[config.mk]
export PLATFORM = sky130hd
export DESIGN_NAME = mixed_radix_coordinate_counter_core
export DESIGN_NICKNAME = d
export VERILOG_FILES = /design/src/hw/rtl/mrcc_pkg.sv /design/src/hw/rtl/mixed_radix_coordinate_counter_core.sv /design/src/hw/rtl/mrcc_div.sv
export SDC_FILE = /design/constraint.sdc
export NUM_CORES = 1
export LEC_CHECK = 0
export BUFFER_PORTS_ARGS = -buffer_cell sky130_fd_sc_hd__buf_2
export CAP_MARGIN = 20
export CORE_ASPECT_RATIO = 0.8
export CORE_MARGIN = 4
export CORE_UTILIZATION = 60
export CTS_CLUSTER_SIZE = 10
export DETAILED_ROUTE_END_ITERATION = 6
export PLACE_DENSITY = 0.8
export RECOVER_POWER = 100
export SLEW_MARGIN = 20
export SYNTH_ARGS = -nofsm -noshare
export SYNTH_HDL_FRONTEND = slang
export SYNTH_SLANG_ARGS = --single-unit
[constraint.sdc]
create_clock -name clk -period 5.41 [get_ports clk]
set_input_delay 0.8115 -clock clk [delete_from_list [all_inputs] [get_ports clk]]
set_output_delay 0.8115 -clock clk [all_outputs]
set_load 0.005 [all_outputs]
[src/hw/rtl/mrcc_pkg.sv]
// Shared types and constants for the mixed-radix coordinate counter.
package mrcc_pkg;

    localparam int COORD_W        = 16;
    localparam int SIZE_W         = 16;
    localparam int DIMS_W         = 3;
    localparam int CFG_DATA_W     = 16;
    localparam int CFG_IDX_W      = 3;
    localparam int NUM_SIZE_REGS  = 4;
    localparam int NUM_OUT_COORDS = 4;

    localparam logic OP_LOAD    = 1'b0;
    localparam logic OP_ADVANCE = 1'b1;

    typedef enum logic [CFG_IDX_W-1:0] {
        CFG_DIMS_IN_USE = 3'd0,
        CFG_SIZE_DIM0   = 3'd1,
        CFG_SIZE_DIM1   = 3'd2,
        CFG_SIZE_DIM2   = 3'd3,
        CFG_SIZE_DIM3   = 3'd4
    } cfg_index_t;

    typedef enum logic [2:0] {
        ST_IDLE,
        ST_SETUP,
        ST_DIV,
        ST_FINISH
    } state_t;

endpackage

[src/hw/rtl/mixed_radix_coordinate_counter_core.sv]
// Mixed-radix coordinate counter: load from linear index or advance with carries.
// Each item passes IDLE, then per dimension in use SETUP and the bit-serial divider in DIV
// (DW = carry width + 1 quotient bits, 34 at AMOUNT_WIDTH 32), then FINISH; an advance
// dimension with zero carry skips the divider.
// One item in flight: the next item can be accepted in the cycle after the result loads.
// Reset: coordinate digits clear to zero, dims_in_use and all extents to 1.
module mixed_radix_coordinate_counter_core
    import mrcc_pkg::*;
#(
    parameter int MAX_DIMS     = 4,
    parameter int AMOUNT_WIDTH = 32
)
(
    input  logic                                  clk,
    input  logic                                  rst_n,
    input  logic                                  cfg_we,
    input  logic [CFG_IDX_W-1:0]                  cfg_index,
    input  logic [CFG_DATA_W-1:0]                 cfg_data,
    input  logic                                  s_tvalid,
    output logic                                  s_tready,
    input  logic [((AMOUNT_WIDTH+7)/8)*8-1:0]     s_tdata,   // amount
    input  logic                                  s_tuser,   // op
    output logic                                  m_tvalid,
    input  logic                                  m_tready,
    output logic [NUM_OUT_COORDS*COORD_W-1:0]     m_tdata,   // coord0, coord1, coord2, coord3
    output logic                                  m_tuser    // wrapped
);

    // carry never exceeds 2^AW + 8*65535, so one extra bit is enough
    localparam int CW  = (AMOUNT_WIDTH >= 64) ? 64 :
                         ((AMOUNT_WIDTH < 20) ? 21 : AMOUNT_WIDTH + 1);
    localparam int DW  = CW + 1;
    localparam int KW  = $clog2(MAX_DIMS + 1);
    localparam int DIW = (MAX_DIMS > 1) ? $clog2(MAX_DIMS) : 1;

    state_t state_reg, state_next;

    logic [DIMS_W-1:0]  dims_reg, dims_next;
    logic [SIZE_W-1:0]  size_reg  [NUM_SIZE_REGS];
    logic [SIZE_W-1:0]  size_next [NUM_SIZE_REGS];
    logic [COORD_W-1:0] digit_reg  [MAX_DIMS];
    logic [COORD_W-1:0] digit_next [MAX_DIMS];

    logic [KW-1:0]      dim_reg, dim_next;
    logic [KW-1:0]      nd_reg, nd_next;
    logic               op_reg, op_next;
    logic [CW-1:0]      carry_reg, carry_next;

    logic               m_tvalid_reg, m_tvalid_next;
    logic [COORD_W-1:0] out_coord_reg [NUM_OUT_COORDS];
    logic [COORD_W-1:0] out_coord_cur [NUM_OUT_COORDS];
    logic               out_wrap_reg;

    logic [KW-1:0]      nd_cfg;
    logic [31:0]        dim32;
    logic [SIZE_W-1:0]  extent;
    logic [COORD_W-1:0] cur_digit;
    logic [DW-1:0]      dividend;
    logic               setup_end;
    logic               setup_skip;
    logic               in_accept;
    logic               div_start;
    logic               out_load;

    logic               div_done;
    logic [DW-1:0]      div_quot;
    logic [SIZE_W-1:0]  div_rem;

    mrcc_div #(.DW(DW)) u_div (
        .clk      (clk),
        .rst_n    (rst_n),
        .start    (div_start),
        .dividend (dividend),
        .divisor  (extent),
        .done     (div_done),
        .quot     (div_quot),
        .rem      (div_rem)
    );

    // ---------------- configuration registers ----------------
    always_comb
    begin
        dims_next = dims_reg;
        for (int i = 0; i < NUM_SIZE_REGS; i++)
            size_next[i] = size_reg[i];
        if (cfg_we)
        begin
            unique case (cfg_index)
                CFG_DIMS_IN_USE: dims_next    = cfg_data[DIMS_W-1:0];
                CFG_SIZE_DIM0:   size_next[0] = cfg_data[SIZE_W-1:0];
                CFG_SIZE_DIM1:   size_next[1] = cfg_data[SIZE_W-1:0];
                CFG_SIZE_DIM2:   size_next[2] = cfg_data[SIZE_W-1:0];
                CFG_SIZE_DIM3:   size_next[3] = cfg_data[SIZE_W-1:0];
                default:         dims_next    = dims_reg;
            endcase
        end
    end

    // clamp dimension count to 1..MAX_DIMS
    always_comb
    begin
        if (dims_reg == '0)
            nd_cfg = KW'(1);
        else if (32'(dims_reg) > MAX_DIMS)
            nd_cfg = KW'(MAX_DIMS);
        else
            nd_cfg = KW'(dims_reg);
    end

    // ---------------- per-dimension operands ----------------
    assign dim32     = 32'(dim_reg);
    assign cur_digit = digit_reg[dim_reg[DIW-1:0]];

    always_comb
    begin
        extent = SIZE_W'(1);
        if (dim32 < NUM_SIZE_REGS)
            extent = size_reg[dim32[1:0]];
        if (extent == '0)
            extent = SIZE_W'(1);
    end

    // (carry, plus digit on advance) / extent gives both new digit and outgoing carry
    assign dividend   = DW'(carry_reg) + ((op_reg == OP_ADVANCE) ? DW'(cur_digit) : DW'(0));
    assign setup_end  = (dim_reg == nd_reg);
    assign setup_skip = (op_reg == OP_ADVANCE) && (carry_reg == '0);

    // ---------------- state machine ----------------
    always_comb
    begin
        state_next = state_reg;
        unique case (state_reg)
            ST_IDLE:
                if (s_tvalid)
                    state_next = ST_SETUP;
            ST_SETUP:
                if (setup_end)
                    state_next = ST_FINISH;
                else if (!setup_skip)
                    state_next = ST_DIV;
            ST_DIV:
                if (div_done)
                    state_next = ST_SETUP;
            ST_FINISH:
                if (!m_tvalid_reg || m_tready)
                    state_next = ST_IDLE;
            default:
                state_next = ST_IDLE;
        endcase
    end

    always_comb
    begin
        s_tready  = 1'b0;
        div_start = 1'b0;
        out_load  = 1'b0;
        unique case (state_reg)
            ST_IDLE:   s_tready  = 1'b1;
            ST_SETUP:  div_start = !setup_end && !setup_skip;
            ST_DIV:    div_start = 1'b0;
            ST_FINISH: out_load  = !m_tvalid_reg || m_tready;
            default:   s_tready  = 1'b0;
        endcase
    end

    assign in_accept = s_tvalid && s_tready;

    // ---------------- datapath ----------------
    always_comb
    begin
        dim_next   = dim_reg;
        nd_next    = nd_reg;
        op_next    = op_reg;
        carry_next = carry_reg;
        for (int i = 0; i < MAX_DIMS; i++)
            digit_next[i] = digit_reg[i];

        if (in_accept)
        begin
            op_next    = s_tuser;
            carry_next = CW'(s_tdata[AMOUNT_WIDTH-1:0]);
            nd_next    = nd_cfg;
            dim_next   = '0;
        end
        else if (state_reg == ST_SETUP && !setup_end && setup_skip)
        begin
            dim_next = dim_reg + KW'(1);
        end
        else if (state_reg == ST_DIV && div_done)
        begin
            for (int i = 0; i < MAX_DIMS; i++)
                if (dim_reg[DIW-1:0] == DIW'(i))
                    digit_next[i] = div_rem;
            carry_next = div_quot[CW-1:0];
            dim_next   = dim_reg + KW'(1);
        end
    end

    // unused dimensions read as zero on the output
    for (genvar g = 0; g < NUM_OUT_COORDS; g++)
    begin : g_out
        if (g < MAX_DIMS)
        begin : g_used
            assign out_coord_cur[g] = (KW'(g) < nd_reg) ? digit_reg[g] : '0;
        end
        else
        begin : g_none
            assign out_coord_cur[g] = '0;
        end
        assign m_tdata[g*COORD_W +: COORD_W] = out_coord_reg[g];
    end

    always_comb
    begin
        m_tvalid_next = m_tvalid_reg;
        if (out_load)
            m_tvalid_next = 1'b1;
        else if (m_tready)
            m_tvalid_next = 1'b0;
    end

    always_ff @(posedge clk or negedge rst_n)
    begin
        if (!rst_n)
        begin
            state_reg    <= ST_IDLE;
            dims_reg     <= DIMS_W'(1);
            for (int i = 0; i < NUM_SIZE_REGS; i++)
                size_reg[i] <= SIZE_W'(1);
            for (int i = 0; i < MAX_DIMS; i++)
                digit_reg[i] <= '0;
            dim_reg      <= '0;
            nd_reg       <= KW'(1);
            m_tvalid_reg <= 1'b0;
        end
        else
        begin
            state_reg    <= state_next;
            dims_reg     <= dims_next;
            for (int i = 0; i < NUM_SIZE_REGS; i++)
                size_reg[i] <= size_next[i];
            for (int i = 0; i < MAX_DIMS; i++)
                digit_reg[i] <= digit_next[i];
            dim_reg      <= dim_next;
            nd_reg       <= nd_next;
            m_tvalid_reg <= m_tvalid_next;
        end
    end

    always_ff @(posedge clk)
    begin
        op_reg    <= op_next;
        carry_reg <= carry_next;
        if (out_load)
        begin
            for (int i = 0; i < NUM_OUT_COORDS; i++)
                out_coord_reg[i] <= out_coord_cur[i];
            out_wrap_reg <= (carry_reg != '0);
        end
    end

    assign m_tvalid = m_tvalid_reg;
    assign m_tuser  = out_wrap_reg;

endmodule

[src/hw/rtl/mrcc_div.sv]
// Bit-serial restoring divider: one quotient bit per cycle, 16-bit divisor.
module mrcc_div
    import mrcc_pkg::*;
#(
    parameter int DW = 34
)
(
    input  logic              clk,
    input  logic              rst_n,
    input  logic              start,
    input  logic [DW-1:0]     dividend,
    input  logic [SIZE_W-1:0] divisor,
    output logic              done,
    output logic [DW-1:0]     quot,
    output logic [SIZE_W-1:0] rem
);

    localparam int CNT_W = $clog2(DW + 1);

    logic              busy_reg, busy_next;
    logic              done_reg, done_next;
    logic [CNT_W-1:0]  cnt_reg, cnt_next;
    logic [DW-1:0]     sh_reg, sh_next;
    logic [SIZE_W-1:0] rem_reg, rem_next;
    logic [SIZE_W-1:0] dvs_reg, dvs_next;

    logic [SIZE_W:0]   trial;
    logic [SIZE_W:0]   diff;
    logic              ge;

    // shifted partial remainder stays below twice the divisor
    assign trial = {rem_reg, sh_reg[DW-1]};
    assign ge    = trial >= {1'b0, dvs_reg};
    assign diff  = trial - {1'b0, dvs_reg};

    always_comb
    begin
        busy_next = busy_reg;
        done_next = 1'b0;
        cnt_next  = cnt_reg;
        sh_next   = sh_reg;
        rem_next  = rem_reg;
        dvs_next  = dvs_reg;
        if (start)
        begin
            busy_next = 1'b1;
            cnt_next  = '0;
            sh_next   = dividend;
            rem_next  = '0;
            dvs_next  = divisor;
        end
        else if (busy_reg)
        begin
            sh_next  = {sh_reg[DW-2:0], ge};
            rem_next = ge ? diff[SIZE_W-1:0] : trial[SIZE_W-1:0];
            cnt_next = cnt_reg + CNT_W'(1);
            if (cnt_reg == CNT_W'(DW - 1))
            begin
                busy_next = 1'b0;
                done_next = 1'b1;
            end
        end
    end

    always_ff @(posedge clk or negedge rst_n)
    begin
        if (!rst_n)
        begin
            busy_reg <= 1'b0;
            done_reg <= 1'b0;
            cnt_reg  <= '0;
        end
        else
        begin
            busy_reg <= busy_next;
            done_reg <= done_next;
            cnt_reg  <= cnt_next;
        end
    end

    always_ff @(posedge clk)
    begin
        sh_reg  <= sh_next;
        rem_reg <= rem_next;
        dvs_reg <= dvs_next;
    end

    assign done = done_reg;
    assign quot = sh_reg;
    assign rem  = rem_reg;

endmodule

==> PnR_summary.wiki <==
{| class="wikitable"
! Metric !! Value
|-
| FF+latch count, synth || approximately 310
|-
| DR vias || 10024
|-
| Final Skew || roughly 0.022 ns
|-
| Total clock buffers created by CTS || 37
|-
| HPWL reported at the end of detailed placement || 23500 um
|-
| Most common cell after layout, fill and taps aside || mux2_2
|-
| Post-CTS Setup Bufs || 0
|-
| Area used by sequential logic in the layout || between 0.008 and 0.009 mm^2
|-
| Hold slack || ~0.48 ns
|-
| Overall routing resource usage || 24.8%
|-
| RSZ-0062 raised after global routing || no
|-
| Number of distinct library cells after synthesis || around 60
|-
| Setup slack of the critical path after layout || a little over 0.9 ns
|-
| Portion of the clock cycle consumed by the worst path in the final layout || slightly above 80%
|-
| Kind of start point of the critical path || flip-flop
|-
| Count of final setup violators || 0
|-
| Worst vdd ir || 336 uV
|-
| Minimum period implied by the final worst setup slack || between 4 and 5 ns
|-
| Final global-route overflow total || 0
|-
| Sequential-to-total area share from yosys stat || between 50% and 60%
|-
| Leak Pwr || ~7.0 nW
|-
| Number of search-and-repair iterations in the first detailed-routing pass || 5
|-
| Global-route wire length before repair || between 50000 and 60000 um
|-
| Number of buffers inserted by hold repair at cts || 0
|-
| PostCTS Resize Cnt || 0
|-
| Worst slew pin tran || ~3.5 ns
|-
| Mean number of vias per cell || 6.04
|-
| CP delay by family, top || simple AND/OR/NAND/NOR gates
|-
| Die boundary height || approximately 150 um
|-
| Worst slew margin relative to its limit || -136%
|-
| Outcome || complete, but fails checks
|-
| Count of pins over their slew limit || 286
|-
| Post-Layout Cell Count || about 1700
|-
| Remaining routing DRC violations || 0
|-
| Latest clock arrival within the worst-skew pair || approximately 0.52 ns
|-
| Number of antenna violations at the first check in global routing || 1
|-
| Finished layout cell area || around 0.017 mm^2
|-
| Crit. End Element || flip-flop
|-
| Worst path required time || ~5.6 ns
|-
| Critical-path maximum fanout || 17
|-
| Ordered cell list for the critical path || mux4_2 -> and2_1 -> ha_1 -> nor2_1 -> o31ai_1 -> a31oi_1 -> nor2_1 -> nand4_1 -> xnor2_1 -> o21ai_0
|-
| Effective utilization at floorplan || 61.7%
|-
| Critical-path top delay cell || dfrtp_1
|-
| Pin count of the biggest net entering global routing || between 100 and 150
|-
| Most used flip-flop cell after synthesis || edfxtp_1
|-
| Number of levels in the clock H-tree || 2
|-
| Worst Setup Path Type || flip-flop to flip-flop
|-
| Clock tree from TritonCTS || yes
|-
| Clock transition time at the flip-flop clock pins of the worst setup and hold paths || 0.06 ns
|-
| Antenna-violating nets left || 0
|-
| CTS Buffer Depth || 3
|-
| Port bufs || 123
|-
| Type of the most critical hold path || input port to flip-flop
|-
| Row Count || 51
|-
| Vias in the first global route || approximately 10000
|-
| Inst Count DP || 1593
|-
| Setup TNS || 0 ns
|-
| Wirelength per Cell || just over 20 um
|-
| Detailed Route Iter0 Violations || about 820
|-
| Beginning of the worst register-to-register path || dim_reg[0]$_DFFE_PN0P_
|-
| Horizontal die dimension || around 190 um
|-
| Violations in the final reports || capacitance limit, slew limit
|-
| Antenna diode count || 0
|-
| Max Cap Violations || 6
|-
| Post-synth EDFFs || between 100 and 150
|-
| First element of the critical path || dim_reg[0]$_DFFE_PN0P_
|-
| Mean area per synthesized cell || 12.7 um^2
|-
| Buffer type at the clock tree root || clkbuf_16
|-
| Hold Vio Cnt, Final || 0
|-
| Top library cells by usage in the layout, fill and taps aside || 155 x mux2_2, 148 x edfxtp_1, 142 x dfrtp_1
|-
| Placement-stage cell area || roughly 0.016 mm^2
|-
| Async set-reset flop share out of synthesis || approximately 47%
|-
| Final net count || 1412
|-
| Power density over the cells || 535 mW/mm^2
|-
| Area growth from synthesis to final layout || 12.3%
|-
| Sinks on Clock Net || 313
|-
| Post-detailed-routing wire length || roughly 34000 um
|-
| Area of the core || 0.0246 mm^2
|-
| Maximum cell stage delay along the critical path || between 1 and 1.5 ns
|-
| Final weighted congestion in routability-driven placement || 0.911
|-
| Total I/O pin count || 124
|-
| Die Footprint || about 0.028 mm^2
|-
| Cell area after synthesis || about 0.015 mm^2
|-
| Most repeated library cell on the critical path || nor2_1
|-
| Area of combinational cells with multiple inputs || about 0.0063 mm^2
|-
| CP bufs+invs || 0
|-
| Synth Warn # || 0
|-
| Post-synthesis instance total || roughly 1200
|-
| Fraction of layout cells with a size suffix above 1 || 24.5%
|-
| Highest Clock Rate || 0.223 GHz
|-
| Synthesized Nets || between 1000 and 1500
|-
| Fraction of the core area covered by cells at the end of the flow || between 60% and 70%
|-
| Data arrival time of the worst path || between 4 and 5 ns
|-
| Startpoint of the tightest hold check path || s_tuser
|-
| Final total power || roughly 9 mW
|-
| Count of fill cells added during filler insertion || between 1500 and 2000
|-
| Post-place setup slack || ~1.5 ns
|}
-- power by group --
part / internal (mW) / switching (mW) / total (mW)
sequential: 3.30 / 0.578 / 3.88
clock: 1.34 / 0.919 / 2.26
combinational: 1.34 / 1.67 / 3.00
-- logic make-up after synthesis --
kind of cell,share of synthesized area [%]
DFF,55.9
and+or+nand+nor,11.1
xor gates and xnor gates,2.71
adders and majority gates,3.39
AOI/OAI and AO/OA,7.31
buffers and inverters,2.56
muxes,17.1
-- area by class of cell --
class / count / share of cell area, %
flip-flops and latches: 313 / 49.8
clock inverters: 2 / 0.0879
multi-input cells: 795 / 37.2
well taps: 318 / 2.33
repair buffers: 136 / 3.69
inverters: 32 / 0.703
clock buffers: 64 / 6.27
-- per-layer routing --
layer | global-route usage [%] | share of wire, % | up-vias
met3 | 5.41 | 8.0 | 62
met5 | 0 | 0.035 | -
met4 | 7.14 | 2.4 | 2
met2 | 37.7 | 45 | 396
li1 | - | - | 4620
met1 | 36.5 | 44 | 4944
-- cells in the mapped netlist, types with 3 or more instances --
cell,n,area [um^2]
and3_1,12,75.1
edfxtp_1,148,4440
dfrtp_1,142,3550
a21oi_1,48,240
buf_6,3,33.8
nand3b_1,4,30.0
o21ai_0,82,410
a21o_1,6,45.0
mux4_2,32,721
buf_2,10,50.1
nor2b_1,71,444
and2_1,35,219
nor3_1,15,75.1
xor2_1,16,140
nand3_1,13,65.1
and4_1,3,26.3
dfxtp_1,17,340
mux2i_1,12,120
nand2_1,89,334
nand4_1,11,68.8
nor2_1,39,146
dfstp_2,6,158
mux2_2,156,1760
or3_1,5,31.3
xnor2_1,31,272
inv_1,32,120
a31oi_1,8,50.1
buf_1,4,15.0
nand2b_1,7,43.8
clkbuf_1,36,135
a211oi_1,10,75.1
ha_1,38,475
nor4_1,14,87.6
-- worst paths after layout --
path	slack [ns]	depth (start not counted)	endpoint
setup / recovery	0.93	10	u_div.quot[32]$_DFFE_PP_
hold / removal	0.48	1	op_reg$_DFFE_PP_
setup reg to reg	0.93	10	u_div.quot[32]$_DFFE_PP_
hold reg to reg	0.50	1	size_reg[15]$_DFFE_PN0P_
max in group asynchronous	2.42	2	u_div.cnt_reg[3]$_DFFE_PN0P_
min in group asynchronous	1.18	1	digit_reg[40]$_DFFE_PN0P_
-- worst reg2reg max path, delay by kind of cell, from the launching register on --
family / cells / cell delay (ns)
compound gates: 3 / 0.58
mux: 1 / 0.68
fa+ha+maj: 1 / 0.42
xor+xnor: 1 / 0.22
flops: 1 / 1.03
simple gates: 4 / 1.24
Power figures use the tool's default switching activity.
